**config.mk**
```make
export PLATFORM = sky130hd
export DESIGN_NAME = pulse_flow_meter_unit
export DESIGN_NICKNAME = d
export VERILOG_FILES = /design/src/design/pfm_pkg.sv /design/src/design/pfm_div.sv /design/src/design/pulse_flow_meter_unit.sv
export SDC_FILE = /design/constraint.sdc
export NUM_CORES = 1
export LEC_CHECK = 0
export BUFFER_PORTS_ARGS = -buffer_cell sky130_fd_sc_hd__buf_2
export CAP_MARGIN = 20
export CORE_ASPECT_RATIO = 1.1
export CORE_MARGIN = 8
export CORE_UTILIZATION = 40
export CTS_BUF_LIST = sky130_fd_sc_hd__clkbuf_4
export CTS_CLUSTER_DIAMETER = 150
export DETAILED_ROUTE_END_ITERATION = 7
export SLEW_MARGIN = 20
export SYNTH_ARGS = -nofsm -noshare
export SYNTH_HDL_FRONTEND = slang
export SYNTH_SLANG_ARGS = --single-unit
```
**constraint.sdc**
```tcl
create_clock -name clk -period 10.7 [get_ports clk]
set_input_delay 2.14 -clock clk [delete_from_list [all_inputs] [get_ports clk]]
set_output_delay 2.14 -clock clk [all_outputs]
set_load 0.01 [all_outputs]
```
**src/design/pfm_pkg.sv**
```systemverilog
// Shared widths, register codes and types for the pulse flow meter.
`timescale 1ns / 1ps
`default_nettype none

package pfm_pkg;

  localparam int VOL_W     = 16;
  localparam int CAP_W     = 20;
  localparam int TMO_W     = 16;
  localparam int TOTAL_W   = 48;
  localparam int FLOW_W    = 28;
  localparam int IDLE_W    = 16;
  localparam int CFG_W     = 20;
  localparam int CFG_IDX_W = 2;
  localparam int HOUR_W    = 12;

  localparam int INTERVAL_BITS_DEF = 32;

  // One quotient bit per cycle across the whole flow word.
  localparam int DIV_CNT_W = $clog2(FLOW_W);

  localparam logic [HOUR_W-1:0] SEC_PER_HOUR = 12'd3600;

  localparam logic [VOL_W-1:0] VOL_RST = 16'd500;
  localparam logic [CAP_W-1:0] CAP_RST = 20'd180;
  localparam logic [TMO_W-1:0] TMO_RST = 16'd10000;

  typedef enum logic [CFG_IDX_W-1:0] {
    REG_VOLUME  = 2'd0,
    REG_CAP     = 2'd1,
    REG_TIMEOUT = 2'd2
  } cfg_reg_t;

  typedef enum logic [1:0] {
    DIV_IDLE = 2'd0,
    DIV_RUN  = 2'd1,
    DIV_DONE = 2'd2
  } div_state_t;

  typedef struct packed {
    logic busy;
    logic done;
  } div_stat_t;

endpackage

`default_nettype wire

```
**src/design/pfm_div.sv**
```systemverilog
// Bit-serial restoring divider: one quotient bit per cycle.
`timescale 1ns / 1ps
`default_nettype none

module pfm_div #(
  parameter int DIVISOR_W = pfm_pkg::INTERVAL_BITS_DEF
) (
  input  wire logic                        clk,
  input  wire logic                        rst_n,
  input  wire logic                        start,
  input  wire logic [pfm_pkg::FLOW_W-1:0]  dividend,
  input  wire logic [DIVISOR_W-1:0]        divisor,
  output logic      [pfm_pkg::FLOW_W-1:0]  quotient,
  output pfm_pkg::div_stat_t               status
);

  import pfm_pkg::*;

  div_state_t             state_r, state_nxt;
  logic [DIV_CNT_W-1:0]   cnt_r, cnt_nxt;
  logic [FLOW_W-1:0]      quo_r, quo_nxt;
  logic [DIVISOR_W-1:0]   rem_r, rem_nxt;
  logic [DIVISOR_W-1:0]   dsr_r, dsr_nxt;
  logic [DIVISOR_W:0]     trial;
  logic [DIVISOR_W:0]     diff;

  // Remainder stays below the divisor, so the shifted trial fits one extra bit.
  assign trial = {rem_r, quo_r[FLOW_W-1]};
  assign diff  = trial - {1'b0, dsr_r};

  always_comb begin
    state_nxt = state_r;
    cnt_nxt   = cnt_r;
    quo_nxt   = quo_r;
    rem_nxt   = rem_r;
    dsr_nxt   = dsr_r;
    case (state_r)
      DIV_IDLE: begin
        if (start) begin
          quo_nxt   = dividend;
          rem_nxt   = '0;
          dsr_nxt   = divisor;
          cnt_nxt   = DIV_CNT_W'(FLOW_W - 1);
          state_nxt = DIV_RUN;
        end
      end
      DIV_RUN: begin
        if (trial >= {1'b0, dsr_r}) begin
          rem_nxt = diff[DIVISOR_W-1:0];
          quo_nxt = {quo_r[FLOW_W-2:0], 1'b1};
        end else begin
          rem_nxt = trial[DIVISOR_W-1:0];
          quo_nxt = {quo_r[FLOW_W-2:0], 1'b0};
        end
        if (cnt_r == '0) begin
          state_nxt = DIV_DONE;
        end else begin
          cnt_nxt = cnt_r - 1'b1;
        end
      end
      DIV_DONE: begin
        state_nxt = DIV_IDLE;
      end
      default: begin
        state_nxt = DIV_IDLE;
      end
    endcase
  end

  always_ff @(posedge clk) begin
    if (!rst_n) begin
      state_r <= DIV_IDLE;
      cnt_r   <= '0;
    end else begin
      state_r <= state_nxt;
      cnt_r   <= cnt_nxt;
    end
  end

  always_ff @(posedge clk) begin
    quo_r <= quo_nxt;
    rem_r <= rem_nxt;
    dsr_r <= dsr_nxt;
  end

  assign quotient    = quo_r;
  assign status.busy = (state_r == DIV_RUN);
  assign status.done = (state_r == DIV_DONE);

endmodule

`default_nettype wire

```
**src/design/pulse_flow_meter_unit.sv**
```systemverilog
// Pulse flow meter: a sample without a level change is answered in the cycle after acceptance.
// A level change runs a bit-serial divide, one quotient bit per cycle;
// its result is posted after the divider's run and done states; the next request waits for it.
// All other work is done in the accept cycle.
// Synchronous active-low reset clears counters, totals and flow and restores register defaults.
`timescale 1ns / 1ps
`default_nettype none

module pulse_flow_meter_unit #(
  parameter int INTERVAL_BITS = pfm_pkg::INTERVAL_BITS_DEF
) (
  input  wire logic                           clk,
  input  wire logic                           rst_n,
  input  wire logic                           in_valid,
  output logic                                in_stall,
  input  wire logic                           in_line_level,
  output logic                                out_valid,
  input  wire logic                           out_stall,
  output logic      [pfm_pkg::TOTAL_W-1:0]    out_total_ml,
  output logic      [pfm_pkg::FLOW_W-1:0]     out_flow_milli,
  output logic                                out_pulse_seen,
  output logic                                out_decayed,
  input  wire logic                           cfg_we,
  input  wire logic [pfm_pkg::CFG_IDX_W-1:0]  cfg_index,
  input  wire logic [pfm_pkg::CFG_W-1:0]      cfg_wdata
);

  import pfm_pkg::*;

  logic [VOL_W-1:0]         vol_r, vol_nxt;
  logic [CAP_W-1:0]         cap_r, cap_nxt;
  logic [TMO_W-1:0]         tmo_r, tmo_nxt;

  logic                     primed_r, primed_nxt;
  logic                     last_level_r, last_level_nxt;
  logic [INTERVAL_BITS-1:0] interval_r, interval_nxt;
  logic [IDLE_W-1:0]        idle_r, idle_nxt;
  logic [TOTAL_W-1:0]       total_r, total_nxt;
  logic [FLOW_W-1:0]        flow_r, flow_nxt;

  logic                     out_valid_r, out_valid_nxt;
  logic [TOTAL_W-1:0]       out_total_r, out_total_nxt;
  logic [FLOW_W-1:0]        out_flow_r, out_flow_nxt;
  logic                     out_pulse_r, out_pulse_nxt;
  logic                     out_decay_r, out_decay_nxt;

  logic                     in_acc;
  logic                     level_chg;
  logic [INTERVAL_BITS-1:0] interval_inc;
  logic [IDLE_W-1:0]        idle_inc;
  logic [TOTAL_W:0]         total_sum;
  logic [TOTAL_W-1:0]       total_add;
  logic                     timeout_hit;
  logic [FLOW_W-1:0]        flow_decay;
  logic [FLOW_W-1:0]        product;

  logic                     div_start;
  logic [FLOW_W-1:0]        div_quo;
  div_stat_t                div_st;

  pfm_div #(
    .DIVISOR_W (INTERVAL_BITS)
  ) u_div (
    .clk      (clk),
    .rst_n    (rst_n),
    .start    (div_start),
    .dividend (product),
    .divisor  (interval_inc),
    .quotient (div_quo),
    .status   (div_st)
  );

  assign in_stall = div_st.busy || div_st.done || (out_valid_r && out_stall);
  assign in_acc   = in_valid && !in_stall;

  assign level_chg    = (in_line_level != last_level_r);
  assign interval_inc = (&interval_r) ? interval_r : interval_r + 1'b1;
  assign idle_inc     = (&idle_r) ? idle_r : idle_r + 1'b1;
  assign total_sum    = {1'b0, total_r} + (TOTAL_W + 1)'(vol_r);
  assign total_add    = total_sum[TOTAL_W] ? {TOTAL_W{1'b1}} : total_sum[TOTAL_W-1:0];
  // A zero timeout acts like one: the compare is true on every tick.
  assign timeout_hit  = (idle_inc >= tmo_r);
  assign flow_decay   = (flow_r > FLOW_W'(cap_r)) ? FLOW_W'(cap_r) : (flow_r >> 1);
  assign product      = FLOW_W'(vol_r) * FLOW_W'(SEC_PER_HOUR);

  always_comb begin
    vol_nxt        = vol_r;
    cap_nxt        = cap_r;
    tmo_nxt        = tmo_r;
    primed_nxt     = primed_r;
    last_level_nxt = last_level_r;
    interval_nxt   = interval_r;
    idle_nxt       = idle_r;
    total_nxt      = total_r;
    flow_nxt       = flow_r;
    out_valid_nxt  = out_valid_r;
    out_total_nxt  = out_total_r;
    out_flow_nxt   = out_flow_r;
    out_pulse_nxt  = out_pulse_r;
    out_decay_nxt  = out_decay_r;
    div_start      = 1'b0;

    if (cfg_we) begin
      case (cfg_index)
        REG_VOLUME:  vol_nxt = cfg_wdata[VOL_W-1:0];
        REG_CAP:     cap_nxt = cfg_wdata[CAP_W-1:0];
        REG_TIMEOUT: tmo_nxt = cfg_wdata[TMO_W-1:0];
        default:     ;
      endcase
    end

    if (out_valid_r && !out_stall) begin
      out_valid_nxt = 1'b0;
    end

    // Post the new flow once the divide finishes; the output slot is empty then.
    if (div_st.done) begin
      flow_nxt      = div_quo;
      out_flow_nxt  = div_quo;
      out_valid_nxt = 1'b1;
    end

    if (in_acc) begin
      if (!primed_r) begin
        primed_nxt     = 1'b1;
        last_level_nxt = in_line_level;
        out_total_nxt  = total_r;
        out_flow_nxt   = flow_r;
        out_pulse_nxt  = 1'b0;
        out_decay_nxt  = 1'b0;
        out_valid_nxt  = 1'b1;
      end else if (level_chg) begin
        last_level_nxt = in_line_level;
        total_nxt      = total_add;
        interval_nxt   = '0;
        idle_nxt       = '0;
        div_start      = 1'b1;
        out_total_nxt  = total_add;
        out_pulse_nxt  = 1'b1;
        out_decay_nxt  = 1'b0;
      end else begin
        interval_nxt  = interval_inc;
        idle_nxt      = idle_inc;
        out_decay_nxt = 1'b0;
        if (timeout_hit) begin
          idle_nxt = '0;
          if (flow_r != '0) begin
            flow_nxt      = flow_decay;
            out_decay_nxt = 1'b1;
          end
        end
        out_total_nxt = total_r;
        out_flow_nxt  = flow_nxt;
        out_pulse_nxt = 1'b0;
        out_valid_nxt = 1'b1;
      end
    end
  end

  always_ff @(posedge clk) begin
    if (!rst_n) begin
      vol_r        <= VOL_RST;
      cap_r        <= CAP_RST;
      tmo_r        <= TMO_RST;
      primed_r     <= 1'b0;
      last_level_r <= 1'b0;
      interval_r   <= '0;
      idle_r       <= '0;
      total_r      <= '0;
      flow_r       <= '0;
      out_valid_r  <= 1'b0;
    end else begin
      vol_r        <= vol_nxt;
      cap_r        <= cap_nxt;
      tmo_r        <= tmo_nxt;
      primed_r     <= primed_nxt;
      last_level_r <= last_level_nxt;
      interval_r   <= interval_nxt;
      idle_r       <= idle_nxt;
      total_r      <= total_nxt;
      flow_r       <= flow_nxt;
      out_valid_r  <= out_valid_nxt;
    end
  end

  always_ff @(posedge clk) begin
    out_total_r <= out_total_nxt;
    out_flow_r  <= out_flow_nxt;
    out_pulse_r <= out_pulse_nxt;
    out_decay_r <= out_decay_nxt;
  end

  assign out_valid      = out_valid_r;
  assign out_total_ml   = out_total_r;
  assign out_flow_milli = out_flow_r;
  assign out_pulse_seen = out_pulse_r;
  assign out_decayed    = out_decay_r;

  a_done_posts: assert property (@(posedge clk) disable iff (!rst_n)
    div_st.done |=> out_valid_r)
    else $error("divide finished without posting a result");

  a_pulse_starts_div: assert property (@(posedge clk) disable iff (!rst_n)
    (in_acc && primed_r && level_chg) |=> div_st.busy)
    else $error("level change did not start the divider");

  a_pulse_xor_decay: assert property (@(posedge clk) disable iff (!rst_n)
    out_valid_r |-> !(out_pulse_r && out_decay_r))
    else $error("result flags both pulse and decay");

  a_decay_capped: assert property (@(posedge clk) disable iff (!rst_n)
    (out_valid_r && out_decay_r) |-> (out_flow_r <= FLOW_W'(cap_r)))
    else $error("decayed flow above cap");

endmodule

`default_nettype wire
```
# After elaboration in Yosys (flattened, before gate mapping)
# Index checks and enable logic that the tools add are counted.
dict set report classes {
  n_mul 1
  bitwise_logic 2
  mux 42
  n_eq_ne 9
  order_cmp 3
  n_reduce_logical 24
  shifts 0
  n_addsub 5
  n_div 0
}
# op n
set ops {}
lappend ops {{two-way mux 28 bit} 11}
lappend ops {{two-way mux 48 bit} 3}
lappend ops {{two-way mux 32 bit} 4}
lappend ops {{case mux 32 bit (2 select lines)} 1}
lappend ops {{case mux 28 bit (2 select lines)} 1}
lappend ops {{adder 48 x 16 -> 49 bit} 1}
lappend ops {{two-way mux 16 bit} 3}
lappend ops {{greater-or-equal comparator 33 x 32 -> 1 bit} 1}
lappend ops {{adder 32 x 1 -> 32 bit (second input constant)} 1}
lappend ops {{AND reduction 32 bit} 1}
lappend ops {{subtractor 32 bit} 1}
lappend ops {{> comparator 28 x 20 -> 1 bit} 1}
lappend ops {{nonzero test 28 bit} 1}
lappend ops {{two-way mux 27 bit} 1}
lappend ops {{multiplier 16 x 8 -> 24 bit (second input constant)} 1}
lappend ops {{adder 16 x 1 -> 16 bit (second input constant)} 1}
lappend ops {{greater-or-equal comparator 16 bit} 1}
lappend ops {{AND reduction 16 bit} 1}
lappend ops {{AND reduction 2 bit} 8}
lappend ops {{two-way mux 1 bit} 12}
lappend ops {{two-way mux 5 bit} 2}
lappend ops {{case mux 5 bit (2 select lines)} 1}
lappend ops {{logical NOT 5 bit} 1}
lappend ops {{subtractor 5 x 1 -> 5 bit (second input constant)} 1}
lappend ops {{other kinds (15)} 26}
dict set report totals {
  ff_bits 356
  latch_bits 0
  inputBits 28
  wordCells 105
  mem_count 0
  rom_bits 0
  output_inout_bits 80
  ram_bits 0
}

# Depth between registers and ports, before layout
# Gate-level depths: netlist (run 1).
dict set report logic_depth {
  ltp_word 8
  mapped_depth 21
  ltp_nobuf 17
}

# Hierarchy
# From an unflattened synthesis (run 1), not the netlist that was laid out.
dict set report unflattened {
  hier_cells 2451
  area_unflattened_um2 21688.3
}
# mod cells_per_inst seq_area_each_um2 instances area_each_um2
set modules_own_cells {}
lappend modules_own_cells {pulse_flow_meter_unit 1846 5645.4 1 15885.2}
lappend modules_own_cells {pfm_div 605 2902.8 1 5803.1}

# Worst setup path before layout (run 1)
# Ideal clock, no wire load.
dict set report synth_timing {
  path_type {input port to flip-flop}
  startpoint {in in_line_level}
  endpoint {reg u_div.quo_r[0], in the netlist u_div.quotient[0], enable pin}
  path_stages 5
  path_slack_ps 5115
  n_path_buf 0
  required_ps 10139
  setup_time_ps 561
  t_arrival_ps 5024
  cell_sequence {xor2_1 -> nand2_1 -> nor2_1 -> nand2_1 -> o21ai_0}
}
dict set report synth_between {
  elab_chain_cells 6
}
# item line_no
set synth_lines {}
lappend synth_lines {{start, declared} pulse_flow_meter_unit.sv:16} ;# input wire logic in_line_level,
lappend synth_lines {{!= test 1 bit} pulse_flow_meter_unit.sv:76} ;# assign level_chg = (in_line_level != last_level_r);
lappend synth_lines {{two-way mux 1 bit} pulse_flow_meter_unit.sv:132} ;# end else if (level_chg) begin
lappend synth_lines {{two-way mux 1 bit} pulse_flow_meter_unit.sv:124} ;# if (!primed_r) begin
lappend synth_lines {{two-way mux 1 bit} pulse_flow_meter_unit.sv:123} ;# if (in_acc) begin
lappend synth_lines {{!= test 2 bit (no source line)} n/a}
lappend synth_lines {{AND reduction 2 bit (no source line)} n/a}
lappend synth_lines {{end signal, assigned} pfm_div.sv:81} ;# quo_r <= quo_nxt;
lappend synth_lines {{end, declared} pfm_div.sv:21} ;# logic [FLOW_W-1:0] quo_r, quo_nxt;
# Every way passes these cells.
# A chain may end at the register's enable or synchronous reset.

# Final worst setup path (run 1)
dict set report layout_timing {
  startpoint {reg idle_r[0]}
  endpoint {reg out_flow_r[19], in the netlist out_flow_milli[19]}
}
dict set report layout_between {
  elab_chain_cells 7
  elab_cells_between_ends 8
  cone_classes {add/sub: 1; order compare: 1; mux: 5; reduce/logical: 1}
}
# item line_no
set layout_lines {}
lappend layout_lines {{start, declared} pulse_flow_meter_unit.sv:37} ;# logic [IDLE_W-1:0] idle_r, idle_nxt;
lappend layout_lines {{start signal, assigned} pulse_flow_meter_unit.sv:179} ;# idle_r <= idle_nxt;
lappend layout_lines {{adder 16 x 1 -> 16 bit or AND reduction 16 bit (tied branches)} pulse_flow_meter_unit.sv:78} ;# assign idle_inc = (&idle_r) ? idle_r : idle_r + 1'b1;
lappend layout_lines {{two-way mux 16 bit (*)} pulse_flow_meter_unit.sv:78}
lappend layout_lines {{greater-or-equal comparator 16 bit (*)} pulse_flow_meter_unit.sv:82} ;# assign timeout_hit = (idle_inc >= tmo_r);
lappend layout_lines {{two-way mux 28 bit (*)} pulse_flow_meter_unit.sv:145} ;# if (timeout_hit) begin
lappend layout_lines {{two-way mux 28 bit (*)} pulse_flow_meter_unit.sv:132}
lappend layout_lines {{two-way mux 28 bit (*)} pulse_flow_meter_unit.sv:124}
lappend layout_lines {{two-way mux 28 bit (*)} pulse_flow_meter_unit.sv:123}
lappend layout_lines {{via out_flow_nxt[19]} pulse_flow_meter_unit.sv:43} ;# logic [FLOW_W-1:0] out_flow_r, out_flow_nxt;
lappend layout_lines {{end signal, assigned} pulse_flow_meter_unit.sv:188} ;# out_flow_r <= out_flow_nxt;
lappend layout_lines {{end, declared} pulse_flow_meter_unit.sv:43}
# Mark *: on every way through the listed nets, which the timed path passes. The rest lies on a longest branch.

==> out/qor.txt, run 1 <==
global route overflow -> 0
hold_ws -> 456 ps
Simple-Gate Fraction of Synth Area -> 0.170
Worst Hold Class -> reg -> reg
Avg Vias per Cell -> 5.55
Post-CTS Repair Setup Buffers -> 0
RSZ-0062 raised after global routing -> false
multiplexer share of the synthesized area -> 0.0500
# setup viols final -> 0
# DRC -> 0
Final #Nets -> 2655
DRT Pass-1 Iters -> 5
RD Place Congestion -> 0.868
Post-synth EDFFs -> 142
Final Slew Violations -> 0
most frequent cell after synthesis -> nand2_1
Seq/Total Area, Yosys -> 0.398
final WL -> 59.7 mm
crit path DAT -> 5820 ps
Final period util -> 0.478
Chip Height -> 259 um
Synthesized Nets -> 2536
Starting Density -> 0.402
CTS resizes -> 0
post-synthesis compound-gate area fraction -> 0.175
setup TNS -> 0 ps
CP Cell Sequence -> ha_1, nand4_1, nor4_2, nand2b_1, and2_4, and3_1, nor3b_1, xor2_1, ha_1, nand4_1, a211oi_1, o31ai_1, o2111ai_1, a31o_2, nand2_1, a222oi_1, o21ai_0
status -> finished clean
starting DRC count in detailed routing -> 1116
ys async rst share -> 0
area of the core -> 53300 um2
WP data required -> 11410 ps
hold buffer count at cts -> 0
fmax -> 196 MHz
critical path fanouts, max -> 25
first-pass GRT wire length -> 94.5 mm
IO buf count -> 107
DIE AREA -> 61300 um2
insertion delay to the later sink of the worst-skew pair -> 850 ps
FP Rows -> 89
Post-synth top flop -> dfxtp_1
Slew @ Worst Pin -> 1060 ps
mapped cell area -> 21500 um2
max-cap violation count -> 0
maximum clock path buffer count -> 3
pin count of the biggest net entering global routing -> 75
top cells by area, synth -> dfxtp_1, edfxtp_1, ha_1
total vias in the final route -> 17876
TritonCTS Sinks -> 356
Die Width -> 237 um
Worst-path clk slew -> 70 ps
Peak VDD IR -> 0.000116 V
post-route ant nets -> 0
crit path buf inv count -> 0
post-route minimum period -> 5120 ps
Synth area leader -> dfxtp_1
Tot GR Track Use -> 0.189
Post-DP HPWL -> 42.0 mm
Synth Area in XOR/XNOR -> 0.0461
drt wl/cell -> 18.5 um
top cell type's share of synthesized area -> 0.200
CP startpoint kind -> flip-flop
max incr delay on CP -> 670 ps
FF+latch count, synth -> 356
layout cells sized above 1 -> 0.152
library cells used by synthesis -> 88
Syn Area/Cell -> 9.21 um2
Adder-Cell Fraction of Synth Area -> 0.113
Leakage -> 0.00992 uW
Setup Crit Path Kind -> reg -> reg
fill count -> 5185
Top Ports -> 108
area grow syn2layout -> 11.6%
most frequent cells after synthesis -> nand2_1, dfxtp_1, nor2_1
worst slew margin relative to its limit -> 0.294
CTS Buf Count -> 97
skew final -> 64.1 ps
kind of cell adding the most delay to the critical path -> simple AND/OR/NAND/NOR gates
CP Capture Type -> flip-flop
Critical-path top delay cell -> nand2_1
Pwr per Cell Area -> 201 nW/um2
CTS tree -> done
vias in the first global route -> 17644
YS warnings -> 0
Hold Fails Final Rpt -> 0
Clock Root Buffer -> clkbuf_4
htree depth -> 3
antenna violations before repair -> 13
cells after synthesis -> 2329
combinational family with the most area after synthesis -> compound AO/OA/AOI/OAI gates
## cells by family (layout without fill, tap and decap cells)
logic type,after synthesis,count (layout)
simple gates,755,755
compound gates,571,571
flops,356,356
buf+inv,252,456
fa+ha+maj,179,179
xor+xnor,113,113
mux,103,103
other cells,0,8
## state kept, by name, indices dropped and copies added, names as in the netlist
name	count
out_valid	1
u_div.state_r	2
out_flow_milli	28
u_div.rem_r	32
vol_r	16
total_r	48
out_pulse_seen	1
cap_r	20
interval_r	32
flow_r	28
u_div.quotient	28
u_div.cnt_r	5
last_level_r	1
primed_r	1
u_div.dsr_r	32
out_decayed	1
idle_r	16
tmo_r	16
out_total_ml	48
## through the flow
step                worst slack, ps  cell area (um2)  utilization  std cells  total power [uW]
finish                         5580            24000        0.449       3223              4830
detailed placement             5580            22600        0.423       3031              3510
CTS                            5610            23900        0.449       3215              4880
floorplan                      5120            21500            -       2329              2990
global route                   5200            23900        0.449       3218              5130
global placement               5250            22600        0.423       3030              3490
## final timing paths
check                           startpoint            endpoint  slack (ps)  cells after the start
worst min register to register   tmo_r[11]           tmo_r[11]         460                      2
worst max register to register   idle_r[0]  out_flow_milli[19]        5580                     17
worst max-delay path             idle_r[0]  out_flow_milli[19]        5580                     17
worst min-delay path             tmo_r[11]           tmo_r[11]         460                      2
## worst register-to-register path: stages, from the launching register on
cell	delay (ps)
dfxtp_1	480
ha_1	280
nand4_1	130
nor4_2	340
nand2b_1	280
and2_4	260
and3_1	240
nor3b_1	190
xor2_1	150
ha_1	290
nand4_1	80
a211oi_1	370
o31ai_1	130
o2111ai_1	160
a31o_2	300
nand2_1	670
a222oi_1	520
o21ai_0	130
## cell type report
type	count	area (um2)	area share
tap	682	853	0.0356
inverter	144	544	0.0227
sequential	356	8550	0.357
antenna	8	20.0	0.000836
clock inverter	37	249	0.0104
timing repair buffer	128	701	0.0292
multi-input combinational	1721	11900	0.498
clock buffer	147	1100	0.0461
## report_power, final
group	internal, uW	leakage [uW]	switching [uW]	total (uW)
combinational	642	0.00604	1070	1710
clock	707	0.000795	624	1330
sequential	1660	0.00309	122	1780
## metal layers
layer / vias to the layer above / GRT usage / part of all wire
li1: 8742 / - / -
met1: 8551 / 0.244 / 0.45
met2: 464 / 0.307 / 0.46
met3: 107 / 0.0444 / 0.060
met4: 12 / 0.0728 / 0.026
met5: - / 0 / 0.0014
## cells in the final DEF, fill, tap and decap left out, types with 62 or more instances in the layout
cell,n
nor2_1,203
xnor2_1,62
o21ai_0,101
inv_1,139
mux2i_1,69
edfxtp_1,142
dfxtp_1,214
clkbuf_4,147
a21oi_1,175
nand3_1,82
nand2_1,227
ha_1,151
buf_2,107
Note: power is estimated with default switching activity, not from simulation.
==> inputs of run 2 (changes only) <==
--- a/config.mk
+++ b/config.mk
@@ -5,6 +5,7 @@
 export SDC_FILE = /design/constraint.sdc
 export NUM_CORES = 1
 export LEC_CHECK = 0
+export ABC_AREA = 1
 export BUFFER_PORTS_ARGS = -buffer_cell sky130_fd_sc_hd__buf_2
 export CAP_MARGIN = 20
 export CORE_ASPECT_RATIO = 1.1
==> constraint.sdc (replaced) <==
create_clock -name clk -period 4.4 [get_ports clk]
set_input_delay 0.88 -clock clk [delete_from_list [all_inputs] [get_ports clk]]
set_output_delay 0.88 -clock clk [all_outputs]
set_load 0.01 [all_outputs]
==> out/qor.txt, run 2 <==
status -> finished clean
top cells by area, synth -> dfxtp_1, edfxtp_1, nand2_1
Slew @ Worst Pin -> 1060 ps (+4.59 ps)
TritonCTS Sinks -> 356 (unchanged)
FF+latch count, synth -> 356 (unchanged)
commonest non-fill, non-tap cell in the layout -> nand2_1
CTS tree -> done
htree depth -> 3 (unchanged)
Tot GR Track Use -> 0.202 (+0.0124)
crit path to -> u_div.quotient[22]
Syn Area/Cell -> 7.28 um2 (-21%)
Leakage -> 0.0121 uW (+22%)
Worst R2R Start -> vol_r[8]
critical path fanouts, max -> 6 (-76%)
IO buf count -> 107 (unchanged)
Final Slew Violations -> 0 (unchanged)
CP startpoint kind -> flip-flop
ys async rst share -> 0 (unchanged)
hold buffer count at cts -> 0 (unchanged)
Pwr per Cell Area -> 482 nW/um2 (+140%)
Starting Density -> 0.404 (+0.00169)
max incr delay on CP -> 550 ps (-120 ps)
worst slew margin relative to its limit -> 0.293 (-0.00124)
hold_ws -> 298 ps (-158 ps)
top cell type's share of synthesized area -> 0.185 (-0.0147)
Final Power -> 12400 uW (+160%)
Clock Root Buffer -> clkbuf_4
drt wl/cell -> 16.3 um (-12%)
# DRC -> 0 (unchanged)
post-route ant nets -> 0 (unchanged)
layout cells sized above 1 -> 0.109 (-0.0428)
RD Place Congestion -> 0.917 (+5.6%)
crit path DAT -> 4500 ps (-1320 ps)
most frequent cells in the layout -> nand2_1, inv_1, a21oi_1
Seq/Total Area, Yosys -> 0.369 (-0.0292)
first-pass GRT wire length -> 108 mm (+14%)
mapped cell area -> 23200 um2 (+7.9%)
placed cell areas -> 24400 um2 (+8.1%)
CTS resizes -> 0 (unchanged)
FF+latch area -> 8550 um2 (unchanged)
Post-DP HPWL -> 49.1 mm (+17%)
most frequent cell after synthesis -> nand2_1
library cells used by synthesis -> 56 (-36%)
CTS Buf Count -> 97 (unchanged)
antenna violations before repair -> 4 (-9)
R2R cell count -> 14 (-3)
area grow syn2layout -> 11.2%
DRT Pass-1 Iters -> 6 (+1)
Final #Nets -> 3507 (+32%)
kind of cell adding the most delay to the critical path -> adder cells
Reg2Reg Setup Slack -> 530 ps (-5050 ps)
CP Capture Type -> flip-flop
YS warnings -> 0 (unchanged)
Critical-path top delay cell -> fa_1
final WL -> 67.3 mm (+13%)
starting DRC count in detailed routing -> 1696 (+52%)
global route overflow -> 0 (unchanged)
fin area -> 25700 um2 (+7.5%)
max-cap violation count -> 0 (unchanged)
Critical Path Stages -> 14 (-3)
Avg Vias per Cell -> 5.18 (-6.6%)
Worst Hold Class -> in -> reg
Synthesized Nets -> 3388 (+34%)
Synth area leader -> dfxtp_1
total vias in the final route -> 21435 (+20%)
RSZ-0062 raised after global routing -> false
Post-synth EDFFs -> 142 (unchanged)
worst r2r dst -> u_div.quotient[22]
Top Ports -> 108 (unchanged)
Worst-path clk slew -> 70 ps (about the same)
most frequent cells after synthesis -> nand2_1, inv_1, a21oi_1
area of the core -> 57300 um2 (+7.5%)
Die Width -> 245 um (+3.6%)
DIE AREA -> 65900 um2 (+7.4%)
CP Cell Sequence -> inv_1, fa_1, inv_1, ha_1, fa_1, ha_1, ha_1, a21oi_1, inv_1, a21oi_1, nand3_1, or2_2, nand3_1, nand2_1
Peak VDD IR -> 0.000250 V (+120%)
Final Util -> 0.449 (about the same)
multi-input logic area -> 12400 um2 (+3.8%)
post-route minimum period -> 3870 ps (-1250 ps)
Chip Height -> 268 um (+3.6%)
Post-synth top flop -> dfxtp_1
Hold Fails Final Rpt -> 0 (unchanged)
setup TNS -> 0 ps (unchanged)
Post-CTS Repair Setup Buffers -> 0 (unchanged)
crit path buf inv count -> 3 (+3)
FP Rows -> 92 (+3.4%)
insertion delay to the later sink of the worst-skew pair -> 880 ps (+30 ps)
# setup viols final -> 0 (unchanged)
WP data required -> 5030 ps (-6380 ps)
vias in the first global route -> 20483 (+16%)
pin count of the biggest net entering global routing -> 110 (+47%)
Final period util -> 0.879 (+0.401)
cells after synthesis -> 3181 (+37%)
skew final -> 96.8 ps (+32.7 ps)
Setup Crit Path Kind -> reg -> reg
maximum clock path buffer count -> 3 (unchanged)
fill count -> 5990 (+16%)
fmax -> 259 MHz (+32%)
Worst Setup SP -> vol_r[8]
==> run 2: changes by cell type in the layout (fill, tap and decap cells not counted), sizes merged, moves of 69 or more <==
cell	previous run	this run
a21oi	177	282
inv	146	464
mux2i	69	0
nand2	230	799
nand3	84	208
nor2	209	286
==> run 2: kinds of logic after synthesis <==
kind of cell,Yosys count,synth area share
compound gates,548,0.130
xor+xnor,77,0.0298
fa+ha+maj,179,0.105
buf+inv,579,0.0977
flops,356,0.369
simple gates,1442,0.268
==> run 2: per-layer routing <==
layer	GRT usage	vias up	part of all wire
li1	-	10729	-
met2	0.319	684	0.45
met4	0.0860	4	0.029
met3	0.0372	142	0.068
met5	0	-	0.00034
met1	0.269	9876	0.45
==> run 2: tightest hold or removal path: stages <==
cell and delay, ps:
buf_2 70, o21ai_0 80, a21oi_1 110
==> run 2: report_power, final <==
group          internal [uW]  leakage (uW)  total [uW]  switching, uW
clock                   1710      0.000782        3210           1490
sequential              4180       0.00308        4600            415
combinational           1540       0.00823        4600           3060
total                   7440        0.0121       12400           4970
==> run 2: stage by stage <==
step,setup slack (ps),cells
final,532,4136
after global routing,179,4136
after CTS,527,4134
after detailed placement,480,3953
after global placement,518,3953
after floorplan,224,3181
==> run 2: worst min path at each step <==
stage               depth (start not counted)     startpoint        end
detailed placement                          2      tmo_r[12]  tmo_r[12]
CTS                                         3  cfg_wdata[17]  cap_r[17]
floorplan                                   2      tmo_r[11]  tmo_r[11]
finish                                      3  cfg_wdata[17]  cap_r[17]
global route                                3  cfg_wdata[19]  cap_r[19]
global placement                            2      tmo_r[15]  tmo_r[15]
==> run 2: final cells by class <==
type | count | share of cell area
Multi-Input combinational cell | 2246 | 0.482
Sequential cell | 356 | 0.332
Inverter | 466 | 0.0681
Clock buffer | 155 | 0.0452
Tap cell | 752 | 0.0365
Timing Repair Buffer | 133 | 0.0298
Clock inverter | 26 | 0.00656
Antenna cell | 2 | 0.000194
==> inputs of run 3 (changes only) <==
--- a/config.mk
+++ b/config.mk
@@ -8,13 +8,17 @@
 export ABC_AREA = 1
 export BUFFER_PORTS_ARGS = -buffer_cell sky130_fd_sc_hd__buf_2
 export CAP_MARGIN = 20
+export CELL_PAD_IN_SITES_DETAIL_PLACEMENT = 1
+export CELL_PAD_IN_SITES_GLOBAL_PLACEMENT = 2
 export CORE_ASPECT_RATIO = 1.1
 export CORE_MARGIN = 8
-export CORE_UTILIZATION = 40
+export CORE_UTILIZATION = 34
 export CTS_BUF_LIST = sky130_fd_sc_hd__clkbuf_4
 export CTS_CLUSTER_DIAMETER = 150
 export DETAILED_ROUTE_END_ITERATION = 7
+export PLACE_DENSITY_LB_ADDON = 0.1
 export SLEW_MARGIN = 20
 export SYNTH_ARGS = -nofsm -noshare
 export SYNTH_HDL_FRONTEND = slang
+export SYNTH_HIERARCHICAL = 1
 export SYNTH_SLANG_ARGS = --single-unit
==> out/qor.txt, run 3 <==
# setup viols final -> 0 (unchanged)
Syn Area/Cell -> 7.24 um2 (-0.50%)
Post-synth EDFFs -> 142 (unchanged)
Worst Hold Class -> in -> reg
placed cell areas -> 25000 um2 (+2.4%)
area of the core -> 68600 um2 (+20%)
fmax -> 243 MHz (-6.1%)
# DRC -> 0 (unchanged)
post-route ant nets -> 0 (unchanged)
Top Ports -> 108 (unchanged)
Setup WS pre-CTS -> 195 ps (-286 ps)
fin cells -> 4392 (+6.2%)
layout cells sized above 1 -> 0.120 (+0.0113)
Worst-path clk slew -> 60 ps (about the same)
met3 wire length -> 3.29 mm (-28%)
FF+latch count, synth -> 356 (unchanged)
Chip Height -> 292 um (+8.6%)
ys async rst share -> 0 (unchanged)
Worst R2R Start -> vol_r[6]
commonest non-fill, non-tap cell in the layout -> nand2_1
DRT Pass-1 Iters -> 5 (-1)
multiplexer share of the synthesized area -> 0 (unchanged)
Post-DP HPWL -> 64.0 mm (+31%)
library cells used by synthesis -> 57 (+1.8%)
most frequent cells after synthesis -> nand2_1, inv_1, nor2_1
CTS resizes -> 0 (unchanged)
Peak VDD IR -> 0.000218 V (-13%)
Leakage -> 0.0126 uW (+3.9%)
Pwr per Cell Area -> 348 nW/um2 (-28%)
htree depth -> 3 (unchanged)
Setup WS post-layout -> 280 ps (-252 ps)
Die Width -> 266 um (+8.6%)
total vias in the final route -> 22053 (+2.9%)
area grow syn2layout -> 12.1%
critical path fanouts, max -> 4 (-2)
routed wl met2 -> 39.6 mm (+31%)
M1 WL -> 38.2 mm (+25%)
post-synthesis compound-gate area fraction -> 0.110 (-0.0205)
Clock Root Buffer -> clkbuf_4
CP Capture Type -> flip-flop
fin area -> 26300 um2 (+2.2%)
Adder-Cell Fraction of Synth Area -> 0.102 (-0.00350)
maximum clock path buffer count -> 3 (unchanged)
Starting Density -> 0.342 (-0.0621)
Post-CTS Repair Setup Buffers -> 0 (unchanged)
Seq/Total Area, Yosys -> 0.364 (-0.00480)
dpl cells -> 4202 (+6.3%)
WP data required -> 5010 ps (-20 ps)
starting DRC count in detailed routing -> 928 (-45%)
top cells by area, synth -> dfxtp_1, edfxtp_1, nand2_1
skew final -> 86.5 ps (-10.4 ps)
Tot GR Track Use -> 0.212 (+0.0105)
DIE AREA -> 77700 um2 (+18%)
Avg Vias per Cell -> 5.02 (-3.1%)
setup TNS -> 0 ps (unchanged)
Setup Crit Path Kind -> reg -> reg
drt wl/cell -> 19.0 um (+17%)
insertion delay to the later sink of the worst-skew pair -> 880 ps (about the same)
first-pass GRT wire length -> 132 mm (+22%)
Final period util -> 0.936 (+0.0573)
Worst Setup SP -> vol_r[6]
DR top layer -> met5
CP startpoint kind -> flip-flop
worst slew margin relative to its limit -> 0.301 (+0.00797)
max-cap violation count -> 0 (unchanged)
pin count of the biggest net entering global routing -> 67 (-39%)
IO buf count -> 107 (unchanged)
Hold Crit Start -> in_line_level
global route overflow -> 0 (unchanged)
most frequent cell after synthesis -> nand2_1
combinational family with the most area after synthesis -> simple AND/OR/NAND/NOR gates
final WL -> 83.4 mm (+24%)
Synth Area in XOR/XNOR -> 0.0347 (+0.00489)
most frequent cells in the layout -> nand2_1, inv_1, nor2_1
hold buffer count at cts -> 0 (unchanged)
fill count -> 8674 (+45%)
TritonCTS Sinks -> 356 (unchanged)
RD Place Congestion -> 0.899 (-1.9%)
Slew @ Worst Pin -> 1050 ps (-12.3 ps)
YS warnings -> 6 (+6)
Simple-Gate Fraction of Synth Area -> 0.289 (+0.0213)
Synth area leader -> dfxtp_1
mapped cell area -> 23500 um2 (+1.3%)
status -> finished clean
FP Rows -> 101 (+9.8%)
CTS Buf Count -> 105 (+8.2%)
cells after synthesis -> 3239 (+1.8%)
post-route minimum period -> 4120 ps (+252 ps)
top cell type's share of synthesized area -> 0.183 (-0.00241)
Final Slew Violations -> 0 (unchanged)
CTS tree -> done
Final #Nets -> 3585 (+2.2%)
crit path DAT -> 4730 ps (+230 ps)
antenna violations before repair -> 5 (+1)
Hold Fails Final Rpt -> 0 (unchanged)
vias in the first global route -> 23485 (+15%)
Post-synth top flop -> dfxtp_1
[run 3: cell count changes after synthesis, moves of 21 or more]
cell,delta
nand2_1,+56
a21oi_1,-38
nand3_1,-25
o21ai_0,-28
inv_1,+31
o22ai_1,+21
[run 3: routing by layer]
layer	track usage	up-vias
li1	-	10861
met1	0.269	10707
met2	0.363	350
met3	0.0346	129
met4	0.0717	6
met5	0	-
[run 3: report_power, final]
group	internal (uW)	switching [uW]
clock	1590	1600
combinational	726	1380
sequential	3710	161
total	6030	3140
[run 3: area by class of cell]
type / count / area, um2 / share of cell area
Clock buffer: 153 / 1150 / 0.0437
Clock inverter: 36 / 166 / 0.00632
Sequential cell: 356 / 8550 / 0.325
Antenna cell: 1 / 2.50 / 0.0000951
Inverter: 491 / 1850 / 0.0702
Tap cell: 927 / 1160 / 0.0441
Timing Repair Buffer: 143 / 818 / 0.0311
Multi-Input combinational cell: 2285 / 12600 / 0.480
[run 3: path summary, 6_finish.rpt]
path | slack [ps] | cells after the start | endpoint
max | 280 | 18 | u_div/quotient[26]
min | 270 | 3 | last_level_r
max reg2reg | 280 | 18 | u_div/quotient[26]
min reg2reg | 460 | 2 | tmo_r[5]
[run 3: worst max-delay path: stages, from the launching register on]
cell and delay (ps):
dfxtp_1 360, inv_1 130, fa_1 570, inv_1 40, ha_1 260, inv_1 50
fa_1 500, inv_1 40, ha_1 280, ha_1 360, nand2_1 90, or2_2 300
nand3_1 110, nand3_1 140, a31oi_2 230, a21oi_1 120, xor2_1 150, nand2_1 70
nand2_1 50
[run 3: cell families (layout without fill, tap and decap cells)]
logic type / Yosys count / in the layout
buffers and inverters: 601 / 823
AND/OR/NAND/NOR: 1549 / 1549
flip-flops: 356 / 356
AO/OA/AOI/OAI: 465 / 465
other: 1 / 5
XOR/XNOR: 92 / 92
adder cells (fa/ha/maj): 175 / 175
[run 3: stage by stage]
| stage | power [uW] | hold WS [ps] | utilization |
|---|---|---|---|
| 2_1_floorplan | 5350 | 435 | - |
| 3_3_place_gp | 6010 | 457 | 0.364 |
| 3_5_place_dp | 6060 | 464 | 0.364 |
| 4_1_cts | 9360 | 156 | 0.383 |
| 5_1_grt | 9790 | 236 | 0.383 |
| 6_report | 9170 | 269 | 0.383 |
